$ cat src/hw/rtl/upc_pkg.sv
// upc_pkg: shared types, character constants and helper functions
// of the url percent codec; no dependencies
`default_nettype none

package upc_pkg;

  localparam int unsigned ByteW    = 8;
  localparam int unsigned JobBytes = 3;  // most bytes one input makes, terminator aside

  localparam logic [ByteW-1:0] ChrPercent = 8'h25;
  localparam logic [ByteW-1:0] ChrPlus    = 8'h2b;
  localparam logic [ByteW-1:0] ChrSpace   = 8'h20;
  localparam logic [ByteW-1:0] ChrMinus   = 8'h2d;
  localparam logic [ByteW-1:0] ChrUnder   = 8'h5f;
  localparam logic [ByteW-1:0] ChrDot     = 8'h2e;
  localparam logic [ByteW-1:0] ChrTilde   = 8'h7e;
  localparam logic [ByteW-1:0] ChrZero    = 8'h30;
  localparam logic [ByteW-1:0] ChrNine    = 8'h39;
  localparam logic [ByteW-1:0] ChrLowA    = 8'h61;
  localparam logic [ByteW-1:0] ChrLowZ    = 8'h7a;
  localparam logic [ByteW-1:0] ChrUpA     = 8'h41;
  localparam logic [ByteW-1:0] ChrUpZ     = 8'h5a;
  localparam logic [ByteW-1:0] CaseOffset = 8'h20;
  localparam logic [ByteW-1:0] Terminator = 8'h00;

  typedef struct packed {
    logic [ByteW-1:0] in_byte;
    logic             final_byte;
  } in_item_t;

  typedef struct packed {
    logic [ByteW-1:0] out_byte;
    logic             run_end;
    logic             string_end;
  } out_item_t;

  // work handed from the front part to the back part for one input
  typedef struct packed {
    logic [JobBytes-1:0][ByteW-1:0] data;
    logic [1:0]                     n_bytes;  // 0..3 data bytes
    logic                           term;     // terminator follows
  } job_t;

  typedef enum logic [2:0] {
    PhIdle = 3'b001,
    PhPct  = 3'b010,
    PhHeld = 3'b100
  } phase_e;

  function automatic logic is_digit(input logic [ByteW-1:0] c);
    return (c >= ChrZero) && (c <= ChrNine);
  endfunction

  function automatic logic is_unreserved(input logic [ByteW-1:0] c);
    return is_digit(c) || ((c >= ChrLowA) && (c <= ChrLowZ)) ||
           ((c >= ChrUpA) && (c <= ChrUpZ)) ||
           (c == ChrMinus) || (c == ChrUnder) || (c == ChrDot) || (c == ChrTilde);
  endfunction

  // lowercase hex digit of a nibble
  function automatic logic [ByteW-1:0] hex_char(input logic [3:0] n);
    logic [ByteW-1:0] w;
    w = {4'd0, n};
    return (n < 4'd10) ? (ChrZero + w) : (ChrLowA + w - 8'd10);
  endfunction

  // unchecked digit value, wrapped to a byte
  function automatic logic [ByteW-1:0] nibble_of(input logic [ByteW-1:0] c);
    logic [ByteW-1:0] l;
    l = ((c >= ChrUpA) && (c <= ChrUpZ)) ? (c + CaseOffset) : c;
    return is_digit(c) ? (c - ChrZero) : (l - ChrLowA + 8'd10);
  endfunction

endpackage

`default_nettype wire

$ cat src/hw/rtl/url_percent_codec_unit.sv
// url_percent_codec_unit: top level of the url percent encoder / decoder
// instantiates upc_front, upc_queue and upc_back; uses upc_pkg
// flow: an accepted input is written into the queue at the accepting edge;
//   its results are then loaded one by one from the queue head into the
//   output register
// throughput: one result per cycle from the back part while the output is not
//   stalled; one input makes 1 result for a plain byte, 3 for an escape,
//   plus 1 for the terminator; the front takes a byte every cycle while the
//   queue has room, and bytes that make no result are not queued
// reset: asynchronous active low; clears mode (encode), escape state, queue
//   and output valid; no clearing pass
`default_nettype none

module url_percent_codec_unit #(
  parameter int unsigned QueueDepth = 2  // jobs buffered between front and back
) (
  input  wire                 clk_i,
  input  wire                 rst_ni,
  // configuration: decode_mode register
  input  wire                 cfg_we_i,
  input  wire                 cfg_wdata_i,
  // input channel
  input  wire                 in_valid_i,
  output logic                in_stall_o,
  input  upc_pkg::in_item_t   in_item_i,
  // output channel
  output logic                out_valid_o,
  input  wire                 out_stall_i,
  output upc_pkg::out_item_t  out_item_o
);

  logic           push, pop, q_full, q_empty;
  upc_pkg::job_t  job, head;

  // front: takes a transaction, tracks the escape, builds the job
  upc_front u_front (
    .clk_i      (clk_i),
    .rst_ni     (rst_ni),
    .cfg_we_i   (cfg_we_i),
    .cfg_wdata_i(cfg_wdata_i),
    .in_valid_i (in_valid_i),
    .in_item_i  (in_item_i),
    .q_full_i   (q_full),
    .in_stall_o (in_stall_o),
    .push_o     (push),
    .job_o      (job)
  );

  // decouples the two sides so each can stall on its own
  upc_queue #(
    .Depth(QueueDepth)
  ) u_queue (
    .clk_i      (clk_i),
    .rst_ni     (rst_ni),
    .push_i     (push),
    .push_data_i(job),
    .pop_i      (pop),
    .full_o     (q_full),
    .empty_o    (q_empty),
    .head_o     (head)
  );

  // back: one output transaction per cycle from the head job while the output is not stalled
  upc_back u_back (
    .clk_i      (clk_i),
    .rst_ni     (rst_ni),
    .q_empty_i  (q_empty),
    .head_i     (head),
    .pop_o      (pop),
    .out_stall_i(out_stall_i),
    .out_valid_o(out_valid_o),
    .out_item_o (out_item_o)
  );

endmodule

`default_nettype wire

$ cat src/hw/rtl/upc_front.sv
// upc_front: accepts input transactions, keeps the mode register and the
// escape state, and turns each byte into a job; uses upc_pkg
`default_nettype none

module upc_front (
  input  wire                 clk_i,
  input  wire                 rst_ni,
  input  wire                 cfg_we_i,
  input  wire                 cfg_wdata_i,
  input  wire                 in_valid_i,
  input  upc_pkg::in_item_t   in_item_i,
  input  wire                 q_full_i,
  output logic                in_stall_o,
  output logic                push_o,
  output upc_pkg::job_t       job_o
);

  logic                       mode_q;
  upc_pkg::phase_e            phase_q, phase_d;
  logic [upc_pkg::ByteW-1:0]  held_q, held_d;
  logic                       accept;
  logic [upc_pkg::ByteW-1:0]  b;
  logic                       last;
  logic [upc_pkg::ByteW-1:0]  plain_byte;
  logic                       plain_pct;
  logic [upc_pkg::ByteW-1:0]  hi_val;
  logic [upc_pkg::ByteW-1:0]  lo_val;

  assign in_stall_o = q_full_i;
  assign accept     = in_valid_i && !q_full_i;
  assign b          = in_item_i.in_byte;
  assign last       = in_item_i.final_byte;

  // ordinary decode of a byte with no escape pending
  assign plain_pct  = (b == upc_pkg::ChrPercent);
  assign plain_byte = (b == upc_pkg::ChrPlus) ? upc_pkg::ChrSpace : b;

  // unchecked digit values of the held byte and the current byte
  assign hi_val = upc_pkg::nibble_of(held_q);
  assign lo_val = upc_pkg::nibble_of(b);

  always_comb begin
    job_o   = '0;
    phase_d = phase_q;
    held_d  = held_q;
    if (accept) begin
      if (!mode_q) begin
        phase_d = upc_pkg::PhIdle;
        held_d  = '0;
        if (upc_pkg::is_unreserved(b)) begin
          job_o.data[0] = b;
          job_o.n_bytes = 2'd1;
        end else if (b == upc_pkg::ChrSpace) begin
          job_o.data[0] = upc_pkg::ChrPlus;
          job_o.n_bytes = 2'd1;
        end else begin
          job_o.data[0] = upc_pkg::ChrPercent;
          job_o.data[1] = upc_pkg::hex_char(b[7:4]);
          job_o.data[2] = upc_pkg::hex_char(b[3:0]);
          job_o.n_bytes = 2'd3;
        end
      end else begin
        case (phase_q)
          upc_pkg::PhPct: begin
            if (last) begin
              // string ends after percent and one byte: percent dropped
              phase_d = upc_pkg::PhIdle;
              if (!plain_pct) begin
                job_o.data[0] = plain_byte;
                job_o.n_bytes = 2'd1;
              end
            end else begin
              held_d  = b;
              phase_d = upc_pkg::PhHeld;
            end
          end
          upc_pkg::PhHeld: begin
            job_o.data[0] = {hi_val[3:0], 4'd0} | lo_val;
            job_o.n_bytes = 2'd1;
            phase_d       = upc_pkg::PhIdle;
          end
          default: begin
            if (plain_pct) begin
              phase_d = last ? upc_pkg::PhIdle : upc_pkg::PhPct;
            end else begin
              job_o.data[0] = plain_byte;
              job_o.n_bytes = 2'd1;
              phase_d       = upc_pkg::PhIdle;
            end
          end
        endcase
      end
      if (last) begin
        job_o.term = 1'b1;
        phase_d    = upc_pkg::PhIdle;
      end
    end
  end

  assign push_o = accept && ((job_o.n_bytes != 2'd0) || job_o.term);

  always_ff @(posedge clk_i or negedge rst_ni) begin
    if (!rst_ni) begin
      mode_q  <= 1'b0;
      phase_q <= upc_pkg::PhIdle;
      held_q  <= '0;
    end else begin
      if (cfg_we_i) begin
        mode_q <= cfg_wdata_i;
      end
      phase_q <= phase_d;
      held_q  <= held_d;
    end
  end

endmodule

`default_nettype wire

$ cat src/hw/rtl/upc_queue.sv
// upc_queue: short first-in first-out queue of jobs between the front and
// the back part; uses upc_pkg
`default_nettype none

module upc_queue #(
  parameter int unsigned Depth = 2
) (
  input  wire            clk_i,
  input  wire            rst_ni,
  input  wire            push_i,
  input  upc_pkg::job_t  push_data_i,
  input  wire            pop_i,
  output logic           full_o,
  output logic           empty_o,
  output upc_pkg::job_t  head_o
);

  localparam int unsigned PtrW = (Depth > 1) ? $clog2(Depth) : 1;
  localparam int unsigned CntW = $clog2(Depth + 1);
  localparam logic [PtrW-1:0] LastPtr = PtrW'(Depth - 1);

  upc_pkg::job_t    entries_q [Depth];
  logic [PtrW-1:0]  wr_ptr_q, rd_ptr_q;
  logic [CntW-1:0]  cnt_q;
  logic             do_push, do_pop;

  assign full_o  = (cnt_q == CntW'(Depth));
  assign empty_o = (cnt_q == '0);
  assign head_o  = entries_q[rd_ptr_q];
  assign do_push = push_i && !full_o;
  assign do_pop  = pop_i && !empty_o;

  always_ff @(posedge clk_i) begin
    if (do_push) begin
      entries_q[wr_ptr_q] <= push_data_i;
    end
  end

  always_ff @(posedge clk_i or negedge rst_ni) begin
    if (!rst_ni) begin
      wr_ptr_q <= '0;
      rd_ptr_q <= '0;
      cnt_q    <= '0;
    end else begin
      if (do_push) begin
        wr_ptr_q <= (wr_ptr_q == LastPtr) ? '0 : wr_ptr_q + 1'b1;
      end
      if (do_pop) begin
        rd_ptr_q <= (rd_ptr_q == LastPtr) ? '0 : rd_ptr_q + 1'b1;
      end
      if (do_push && !do_pop) begin
        cnt_q <= cnt_q + 1'b1;
      end else if (do_pop && !do_push) begin
        cnt_q <= cnt_q - 1'b1;
      end
    end
  end

endmodule

`default_nettype wire

$ cat src/hw/rtl/upc_back.sv
// upc_back: plays out the bytes of each queued job one per cycle, while the
// output is not stalled, into the output register; uses upc_pkg
`default_nettype none

module upc_back (
  input  wire                 clk_i,
  input  wire                 rst_ni,
  input  wire                 q_empty_i,
  input  upc_pkg::job_t       head_i,
  output logic                pop_o,
  input  wire                 out_stall_i,
  output logic                out_valid_o,
  output upc_pkg::out_item_t  out_item_o
);

  logic [1:0]                idx_q;
  logic                      out_valid_q;
  upc_pkg::out_item_t        out_q, out_d;
  logic                      advance, emit, is_term, is_last;
  logic [2:0]                total;

  assign advance = !out_valid_q || !out_stall_i;
  assign emit    = advance && !q_empty_i;
  assign total   = {1'b0, head_i.n_bytes} + {2'd0, head_i.term};
  assign is_term = (idx_q >= head_i.n_bytes);
  assign is_last = (({1'b0, idx_q} + 3'd1) == total);
  assign pop_o   = emit && is_last;

  always_comb begin
    out_d.run_end    = is_last;
    out_d.string_end = is_term;
    case (idx_q)
      2'd0:    out_d.out_byte = head_i.data[0];
      2'd1:    out_d.out_byte = head_i.data[1];
      2'd2:    out_d.out_byte = head_i.data[2];
      default: out_d.out_byte = upc_pkg::Terminator;
    endcase
    if (is_term) begin
      out_d.out_byte = upc_pkg::Terminator;
    end
  end

  always_ff @(posedge clk_i) begin
    if (emit) begin
      out_q <= out_d;
    end
  end

  always_ff @(posedge clk_i or negedge rst_ni) begin
    if (!rst_ni) begin
      out_valid_q <= 1'b0;
      idx_q       <= '0;
    end else if (advance) begin
      out_valid_q <= !q_empty_i;
      if (emit) begin
        idx_q <= is_last ? 2'd0 : idx_q + 2'd1;
      end
    end
  end

  assign out_valid_o = out_valid_q;
  assign out_item_o  = out_q;

endmodule

`default_nettype wire

$ cat config.mk
export PLATFORM = sky130hd
export DESIGN_NAME = url_percent_codec_unit
export DESIGN_NICKNAME = d
export VERILOG_FILES = /design/src/hw/rtl/upc_pkg.sv /design/src/hw/rtl/url_percent_codec_unit.sv /design/src/hw/rtl/upc_front.sv /design/src/hw/rtl/upc_queue.sv /design/src/hw/rtl/upc_back.sv
export SDC_FILE = /design/constraint.sdc
export NUM_CORES = 1
export LEC_CHECK = 0
export BUFFER_PORTS_ARGS = -buffer_cell sky130_fd_sc_hd__buf_2
export CORE_MARGIN = 5
export CORE_UTILIZATION = 40
export CTS_BUF_LIST = sky130_fd_sc_hd__clkbuf_4 sky130_fd_sc_hd__clkbuf_8
export DETAILED_ROUTE_END_ITERATION = 16
export PLACE_DENSITY = 0.63
export SLEW_MARGIN = 5
export SYNTH_ARGS = -nofsm -noshare
export SYNTH_HDL_FRONTEND = slang
export SYNTH_SLANG_ARGS = --single-unit
export TNS_END_PERCENT = 100
$ cat constraint.sdc
create_clock -name clk_i -period 6.7 [get_ports clk_i]
set_clock_uncertainty 0.05 [all_clocks]
set_input_delay 0.335 -clock clk_i [delete_from_list [all_inputs] [get_ports clk_i]]
set_output_delay 0.335 -clock clk_i [all_outputs]
set_load 0.02 [all_outputs]
* Yosys cells after proc, flatten, opt, wreduce, memory -nomap -nowiden
Memory sizes are Yosys's and may differ from the RTL's.
Index checks and enable logic that the tools add are counted.
** Cells by class
- Reductions and logical operators :: 33
- Bitwise logic cells :: 1
- Add/subtract/negate cells :: 21
- Equal/unequal tests :: 15
- Multiplexer cells :: 33
- Order comparisons :: 13
** Operators by type and width (number)
- $mux W8 :: 8
- $mux W16 :: 3
- $eq A8 B6 Y1 const B :: 5
- $mux W10 :: 4
- $mux W27 :: 1
- $ge A8 B7 Y1 const B :: 3
- $le A8 B7 Y1 const B :: 3
- $pmux W8 S3 :: 1
- $pmux W10 S2 :: 1
- $add A7 B4 Y8 const A :: 2
- $eq A8 B7 Y1 const B :: 2
- $ge A8 B6 Y1 const B :: 2
- $le A8 B6 Y1 const B :: 2
- $sub A8 B4 Y8 const B :: 2
- $add A6 B4 Y7 const A :: 2
- $logic_and A1 B1 Y1 :: 13
- $add A8 B4 Y8 const B :: 1
- $add A8 B6 Y8 const B :: 1
- $logic_or A1 B1 Y1 :: 8
- $lt A4 B4 Y1 const B :: 2
- $mux W2 :: 4
- $mux W4 :: 2
- $or A8 B8 Y8 :: 1
- $sub A4 B1 Y4 const B :: 2
- 25 further kinds :: 41
** Word-level totals
- Memories :: 1
- Word-level logic and storage cells :: 128
- Input port bits :: 15
- RAM bits :: 54
- Register bits after elaboration :: 29
** Memory list
- u_queue.entries_q :: depth 2, bits a word 27, rd ports 1, clocked after Yosys merged registers in 0, write ports 1, RTL line upc_queue.sv:22 : upc_pkg::job_t entries_q [Depth];

* Logic depth before layout (Yosys ltp)
Gate-level depths: netlist of run 1.
- Depth in word-level cells :: 19
- Mapped depth :: 13
- Mapped depth without buffers :: 11

* Modules after synthesis
A second synthesis of run 1 with hierarchy kept.
** Second synthesis, totals
- Cell total of the unflattened synthesis :: 407
- Area total of the unflattened synthesis :: 4907.2 um^2
** By module, submodules not included
- upc_queue :: times used 1, cells an instance 103, seq. area each 1721.7 um^2, area each 2244.7 um^2
- upc_front :: times used 1, cells an instance 245, seq. area each 301.5 um^2, area each 1916.8 um^2
- upc_back :: times used 1, cells an instance 59, seq. area each 375.4 um^2, area each 745.7 um^2

* Worst setup path after synthesis of run 1
Ideal clock, no wire load.
- Kind :: flip-flop to flip-flop
- Start :: register u_queue.rd_ptr_q
- End :: register u_queue.cnt_q[1]
- Setup slack :: 3.309 ns
- Buffers on the path :: 3
- Stages on the path, launching flop included :: 14
- Arrival :: 3.262 ns
- Path through :: dfrtp_1 clkbuf_1 clkbuf_1 clkbuf_1 mux2_2 ha_1 ha_1 xor2_1 nor3_1 nand2_1 ha_1 xor2_1 nor2_1 xor2_1
** Between the ends
- Cells in the longest elaborated chain, start to end :: 8
** RTL lines
- start, declared :: RTL line upc_queue.sv:23 : logic [PtrW-1:0] wr_ptr_q, rd_ptr_q;
- start signal, assigned :: RTL line upc_queue.sv:49 : rd_ptr_q <= (rd_ptr_q == LastPtr) ? '0 : rd_ptr_q + 1'b1;
- $mem_v2 Z2 W27 *
- $add A2 B1 Y3 * :: RTL line upc_back.sv:24 : assign total = {1'b0, head_i.n_bytes} + {2'd0, head_i.term};
- $eq A3 B3 Y1 * :: RTL line upc_back.sv:26 : assign is_last = (({1'b0, idx_q} + 3'd1) == total);
- net u_back.is_last :: RTL line upc_back.sv:19 : logic advance, emit, is_term, is_last;
- $logic_and A1 B1 Y1 * :: RTL line upc_back.sv:27 : assign pop_o = emit && is_last;
- $logic_and A1 B1 Y1 * :: RTL line upc_queue.sv:31 : assign do_pop = pop_i && !empty_o;
- $logic_not A1 Y1 :: RTL line upc_queue.sv:51 : if (do_push && !do_pop) begin
- $logic_and A1 B1 Y1 :: RTL line upc_queue.sv:51
- $mux W2 or $reduce_bool A2 Y1 (tied branches)
- end signal, assigned :: RTL line upc_queue.sv:52 : cnt_q <= cnt_q + 1'b1;
- end signal, assigned :: RTL line upc_queue.sv:54 : cnt_q <= cnt_q - 1'b1;
- end, declared :: RTL line upc_queue.sv:24 : logic [CntW-1:0] cnt_q;
The timed path passes the listed nets; every way through them passes the cells marked *.
A chain may end at the register's enable or synchronous reset.

* Worst setup path in the final report of run 1
Same ends and word-level chain as after synthesis.

==> out/metrics.yaml, run 1 <==
layout_min_cycle_time_ps: 3380
wl_met2_mm: 4.68
core_mm2: 0.0109
netlist_top_cells_area: "edfxtp_1 (40%), dfrtp_1 (10%), ha_1 (7.5%), a21oi_1 (3.8%), mux2_2 (2.8%)"
route.met3.wl_um: 468
dr.pass1.iters: 4
crit_path_frequent_cell: "ha_1"
clk_latency_ps: 350
synthAdderAreaFrac: 0.0750
fmax_mhz: 296
cts-htree-levels: 3
fin_crit_sh: 0.505
wl_per_cell_um: 17.6
root_buffer: "clkbuf_8"
drc: 0
cts_buffers: 9
synth_top_family_by_area: "compound AO/OA/AOI/OAI gates"
synth_top_cell_area_share: 0.400
initial_utilization: 0.412
p_per_area_mw_per_mm2: 362
cp_slowest_cell: "dfrtp_1"
drtIter0Drc: 190
status: "completed"
async_reset_ff_frac: 0.241
antenna_found_initial: 0
power_mw: 1.78
area_delta_synth_final_pct: 9.37
crit_path_end_kind: "flip-flop"
vdd_drop_max_mv: 0.195
yosys.area.top_type: "edfxtp_1"
placed_cells: 550
arrival_ps: 3600
fp.dieH_um: 116
path_buf_inv: 0
avgSynthCellArea_um2: 11.1
slowest_delay_ps: 1010
synth-xor-area-share: 0.0233
cts.clk_slew.worst_paths_ps: 80
std_cell_rows: 38
yosys_most_used_dff: "edfxtp_1"
clock_sinks: 79
num_vias: 3205
hold_viol: 0
yosysSeqAreaShare: 0.506
yosys.area_share.simple: 0.130
ctsResizeCount: 0
ant_nets: 0
max-clock-path-buffers: 2
synth_cell_types: 62
crit_type: "reg2reg"
drive_gt1_frac: 0.162
synth_area_mm2: 0.00450
timing.hold.ws_ps: 144
min_path_type: "in2reg"
synth_mux_area_frac: 0.0453
synth_commonest_cells: "edfxtp_1 (60), a21oi_1 (34), nor2_1 (31)"
grt_overflow: 0
critPathMaxFanout: 26
synth.most_common_cell: "edfxtp_1"
io_buffers: 26
slew_headroom: 0.209
post_cts_buffers: 0
startpoint_type: "flip-flop"
grt_pass1_wl_mm: 16.4
fin_util: 0.450
tightest_slew_ps: 1190
path_cells: "mux2_2, ha_1, ha_1, xor2_1, nor3_1, nand2_1, ha_1, nor2_1, xor2_1"
synth_compound_area_frac: 0.181
rsz0062_at_grt: "false"
syn_inst: 406
timing_max_transition_violations_final: 0
grt_max_degree: 27
yosys_warnings: 0
syn-num-nets: 448
setup_total_negative_slack_ps: 0
ys_seq_elements: 79
drt-met1-wl_mm: 4.62
drt-total-wl_mm: 9.96
cts_tree: "done"
dp_hpwl_mm: 7.06
grt_pass1_vias: 3099
required_ps: 6920
cp_top_family: "flip-flops"
antenna_cells: 0
place_congestion: 0.879
p_leak_nw: 1.94
die_area_mm2: 0.0135
setup_violations: 0
cts_hold_buf: 1
die_w_um: 116
track_usage: 0.157
avgViaCountPerCell: 5.65
drv_cap: 0
stdcell_count: 567
synth-edff-count: 60
fin_nets: 464
routed.top_layer: "met4"
pin_count: 27
[cell type report]
type                       instances  area (um2)
tap                              140         175
fill                            1031        6010
clock buffer                       9         124
sequential                        79        2280
timing repair buffer              28         148
clock inverter                     7        70.1
inverter                          21        78.8
multi-input combinational        283        2050
[sequential cells by signal, indices dropped and copies added, names as in the netlist]
signal,cells
u_front.mode_q,1
u_back.out_valid_o,1
u_front.held_q,8
u_queue.entries_q,50
u_back.idx_q,2
u_front.phase_q,3
u_queue.wr_ptr_q,1
u_back.out_item_o,10
u_queue.cnt_q,2
u_queue.rd_ptr_q,1
[worst paths after layout]
kind                       slack (ps)  cells past startpoint                    startpoint                              to
hold reg to reg                   450                      1  u_queue.cnt_q[1]$_DFFE_PN0P_    u_queue.cnt_q[1]$_DFFE_PN0P_
setup / recovery                 3320                      9  u_queue.rd_ptr_q$_DFFE_PN0P_    u_queue.cnt_q[1]$_DFFE_PN0P_
hold / removal                    140                      2                      cfg_we_i      u_front.mode_q$_DFFE_PN0P_
max in group asynchronous        5870                      2                        rst_ni  u_front.phase_q[0]$_DFFE_PN1P_
setup reg to reg                 3320                      9  u_queue.rd_ptr_q$_DFFE_PN0P_    u_queue.cnt_q[1]$_DFFE_PN0P_
min in group asynchronous         400                      2                        rst_ni   u_front.held_q[1]$_DFFE_PN0P_
[metal layers]
metal	vias up	global-route usage
li1	1557	-
met2	91	0.250
met4	0	0.0480
met5	-	0
met3	18	0.0360
met1	1539	0.215
[power breakdown]
| part | switching, mW | internal, mW | leakage [nW] |
|---|---|---|---|
| combinational | 0.387 | 0.237 | 0.997 |
| sequential | 0.0792 | 0.726 | 0.838 |
| clock | 0.178 | 0.173 | 0.101 |
| total | 0.645 | 1.14 | 1.94 |
[logic make-up (layout without fill, tap and decap cells)]
kind of cell               count (synthesis)  in the layout
AOI/OAI and AO/OA                        118            118
xor gates and xnor gates                  12             12
adders and majority gates                 27             27
buffers and inverters                     44             65
DFF                                       79             79
muxes                                     19             19
and+or+nand+nor                          107            107
[worst reg2reg max path: stages, from the launching register on]
cell	delay, ps
dfrtp_1	1010
mux2_2	450
ha_1	200
ha_1	280
xor2_1	140
nor3_1	370
nand2_1	160
ha_1	360
nor2_1	140
xor2_1	150
[cell usage in the layout (no fill, tap or decap), drive strengths merged, types with 9 or more instances in the layout]
cell type,instances
edfxtp,60
a21oi,35
nor2,32
ha,27
buf,27
inv,23
nand2,22
dfrtp,18
o21ai,15
mux2,11
nand2b,9
clkbuf,9
[through the flow]
step / area, um2 / setup slack (ps)
floorplan: 4500 / 3310
global placement: 4720 / 3320
detailed placement: 4720 / 3290
CTS: 4920 / 3290
global route: 4920 / 3140
finish: 4920 / 3320
Power figures use the tool's default switching activity.
==> run 2: changes to the inputs <==
- PLACE_DENSITY: 0.63 -> 0.65
- clock period: 6.7 -> 2.73 ns (I/O delays scaled with it)
==> run 2 against run 1 <==
Via count grew 3.6%. Design area rose by 4.9%. Power increased to 2.5 times the previous value. Routed wire length is 1.5% higher. Critical path depth rose by 1. Global-route usage is 0.079 points lower. Critical path type unchanged.
==> out/metrics.yaml, run 2 (same netlist as run 1, synthesis figures left out) <==
vdd_drop_max_mv: 0.401  # +110%
hold_end: "u_front.held_q[2]$_DFFE_PN0P_"
timing_max_transition_violations_final: 0  # unchanged
tightest_slew_ps: 722  # -465 ps
p_per_area_mw_per_mm2: 863  # +140%
num_vias: 3320  # +3.6%
max-clock-path-buffers: 2  # unchanged
path_buf_inv: 0  # unchanged
register_area_mm2: 0.00228  # unchanged
crit_path_frequent_cell: "xor2_1"
hold_viol: 0  # unchanged
slowest_delay_ps: 410  # -600 ps
reg2regPathDepth: 10  # +1
mostFrequentLayoutCells: "edfxtp_1 (60), a21oi_1 (34), nor2_1 (31)"
die_area_mm2: 0.0135  # unchanged
status: "completed"
slew_headroom: 0.518  # +0.309
min_path_type: "in2reg"
cts_buffers: 9  # unchanged
multiInputGateArea_mm2: 0.00206  # +0.73%
drtIter0Drc: 196  # +3.2%
cp_slowest_cell: "dfrtp_1"
post_cts_buffers: 0  # unchanged
crit_path_end_kind: "flip-flop"
top_register: "u_queue.entries_q"
pin_count: 27  # unchanged
grt_max_degree: 26  # -3.7%
clock_sinks: 79  # unchanged
cts-htree-levels: 3  # unchanged
clk_latency_ps: 350  # about the same
cts_tree: "done"
path_cells: "mux2_2, ha_1, ha_1, xor2_1, nor3_2, nand2_1, ha_2, xor2_1, nor2_1, xor2_1"
drv_cap: 0  # unchanged
grt_overflow: 0  # unchanged
fp.dieH_um: 116  # unchanged
r2r-start: "u_queue.rd_ptr_q$_DFFE_PN0P_"
setup_violations: 0  # unchanged
drt-total-wl_mm: 10.1  # +1.5%
dp_hpwl_mm: 7.42  # +5.0%
required_ps: 2950  # -3970 ps
fin_nets: 491  # +5.8%
wl_per_cell_um: 17.0  # -3.1%
fin_crit_sh: 0.926  # +0.422
antenna_found_initial: 0  # unchanged
arrival_ps: 2750  # -850 ps
rsz0062_at_grt: "false"
design_area_mm2: 0.00517  # +4.9%
fin_util: 0.472  # +0.0222
ff2ff_setup_slack_ps: 200  # -3120 ps
grt_pass1_vias: 3306  # +6.7%
crit_type: "reg2reg"
initial_utilization: 0.412  # unchanged
core_mm2: 0.0109  # unchanged
avgViaCountPerCell: 5.59  # -1.1%
hold_depth: 2  # unchanged
ant_nets: 0  # unchanged
grt_pass1_wl_mm: 16.6  # +0.93%
root_buffer: "clkbuf_8"
fill_cells: 1020  # -1.1%
dr.pass1.iters: 5  # +1
drive_gt1_frac: 0.211  # +0.0499
rr_endpoint: "u_queue.cnt_q[1]$_DFFE_PN0P_"
cts.clk_slew.worst_paths_ps: 80  # about the same
place_congestion: 0.927  # +5.4%
track_usage: 0.157  # -0.000787
layout_commonest_cell: "edfxtp_1"
cp_top_family: "adder cells"
die_w_um: 116  # unchanged
io_buffers: 26  # unchanged
antenna_cells: 0  # unchanged
largest_reg_flops: 50  # unchanged
dpl-instance-area_mm2: 0.00491  # +4.2%
hold_path_startpoint: "in_item_i[3]"
drc: 0  # unchanged
layout_min_cycle_time_ps: 2530  # -853 ps
startpoint_type: "flip-flop"
critPathMaxFanout: 4  # -85%
p_leak_nw: 2.08  # +7.3%
area_delta_synth_final_pct: 14.8
fmax_mhz: 395  # +34%
std_cell_rows: 38  # unchanged
run 2: repair_timing:
item / 4_1_cts / 5_1_grt
hold endpoints to repair: 21 / 0
gates resized for setup: 0 / 1
hold buffers: 5 / 0
setup endpoints to repair: 0 / 2
run 2: layer usage:
| layer | vias up | GRT usage | routed length [um] |
|---|---|---|---|
| met4 | 0 | 0.0510 | 220 |
| li1 | 1613 | - | - |
| met1 | 1580 | 0.212 | 4610 |
| met5 | - | 0 | 0 |
| met3 | 20 | 0.0303 | 549 |
| met2 | 107 | 0.253 | 4730 |
run 2: where the power goes:
group          total (mW)  switching [mW]  internal (mW)
Sequential           1.91           0.131           1.78
Clock               0.858           0.413          0.445
Combinational        1.69            1.04          0.648
Total                4.46            1.58           2.87
run 2: final cells by class:
class | instances | area share
clock buffers | 11 | 0.0269
flip-flops and latches | 79 | 0.441
multi-input cells | 283 | 0.400
well taps | 140 | 0.0339
repair buffers | 55 | 0.0722
inverters | 21 | 0.0153
clock inverters | 5 | 0.0111
run 2: through the flow:
stage	worst slack [ps]	total power [mW]	TNS [ps]	std cells	hold slack, ps
finish	201	4.46	0	594	145
detailed placement	-80.9	3.64	-162	573	58.1
global placement	19.8	3.59	0	573	45.4
CTS	173	4.50	0	594	129
global route	72.7	4.75	0	594	135
floorplan	-53.2	3.18	-53.2	406	-209
run 2: worst max path at each step:
stage,startpoint,depth (start not counted),slack [ps],endpoint
3_5_place_dp,in_item_i[7],9,-80,u_queue.entries_q[1][8]$_DFFE_PP_
2_1_floorplan,u_queue.rd_ptr_q$_DFFE_PN0P_,13,-50,u_queue.cnt_q[1]$_DFFE_PN0P_
6_report,u_queue.rd_ptr_q$_DFFE_PN0P_,10,200,u_queue.cnt_q[1]$_DFFE_PN0P_
4_1_cts,u_queue.rd_ptr_q$_DFFE_PN0P_,10,170,u_queue.cnt_q[1]$_DFFE_PN0P_
3_3_place_gp,in_item_i[5],8,20,u_queue.entries_q[0][8]$_DFFE_PP_
5_1_grt,u_queue.rd_ptr_q$_DFFE_PN0P_,11,70,u_queue.cnt_q[1]$_DFFE_PN0P_
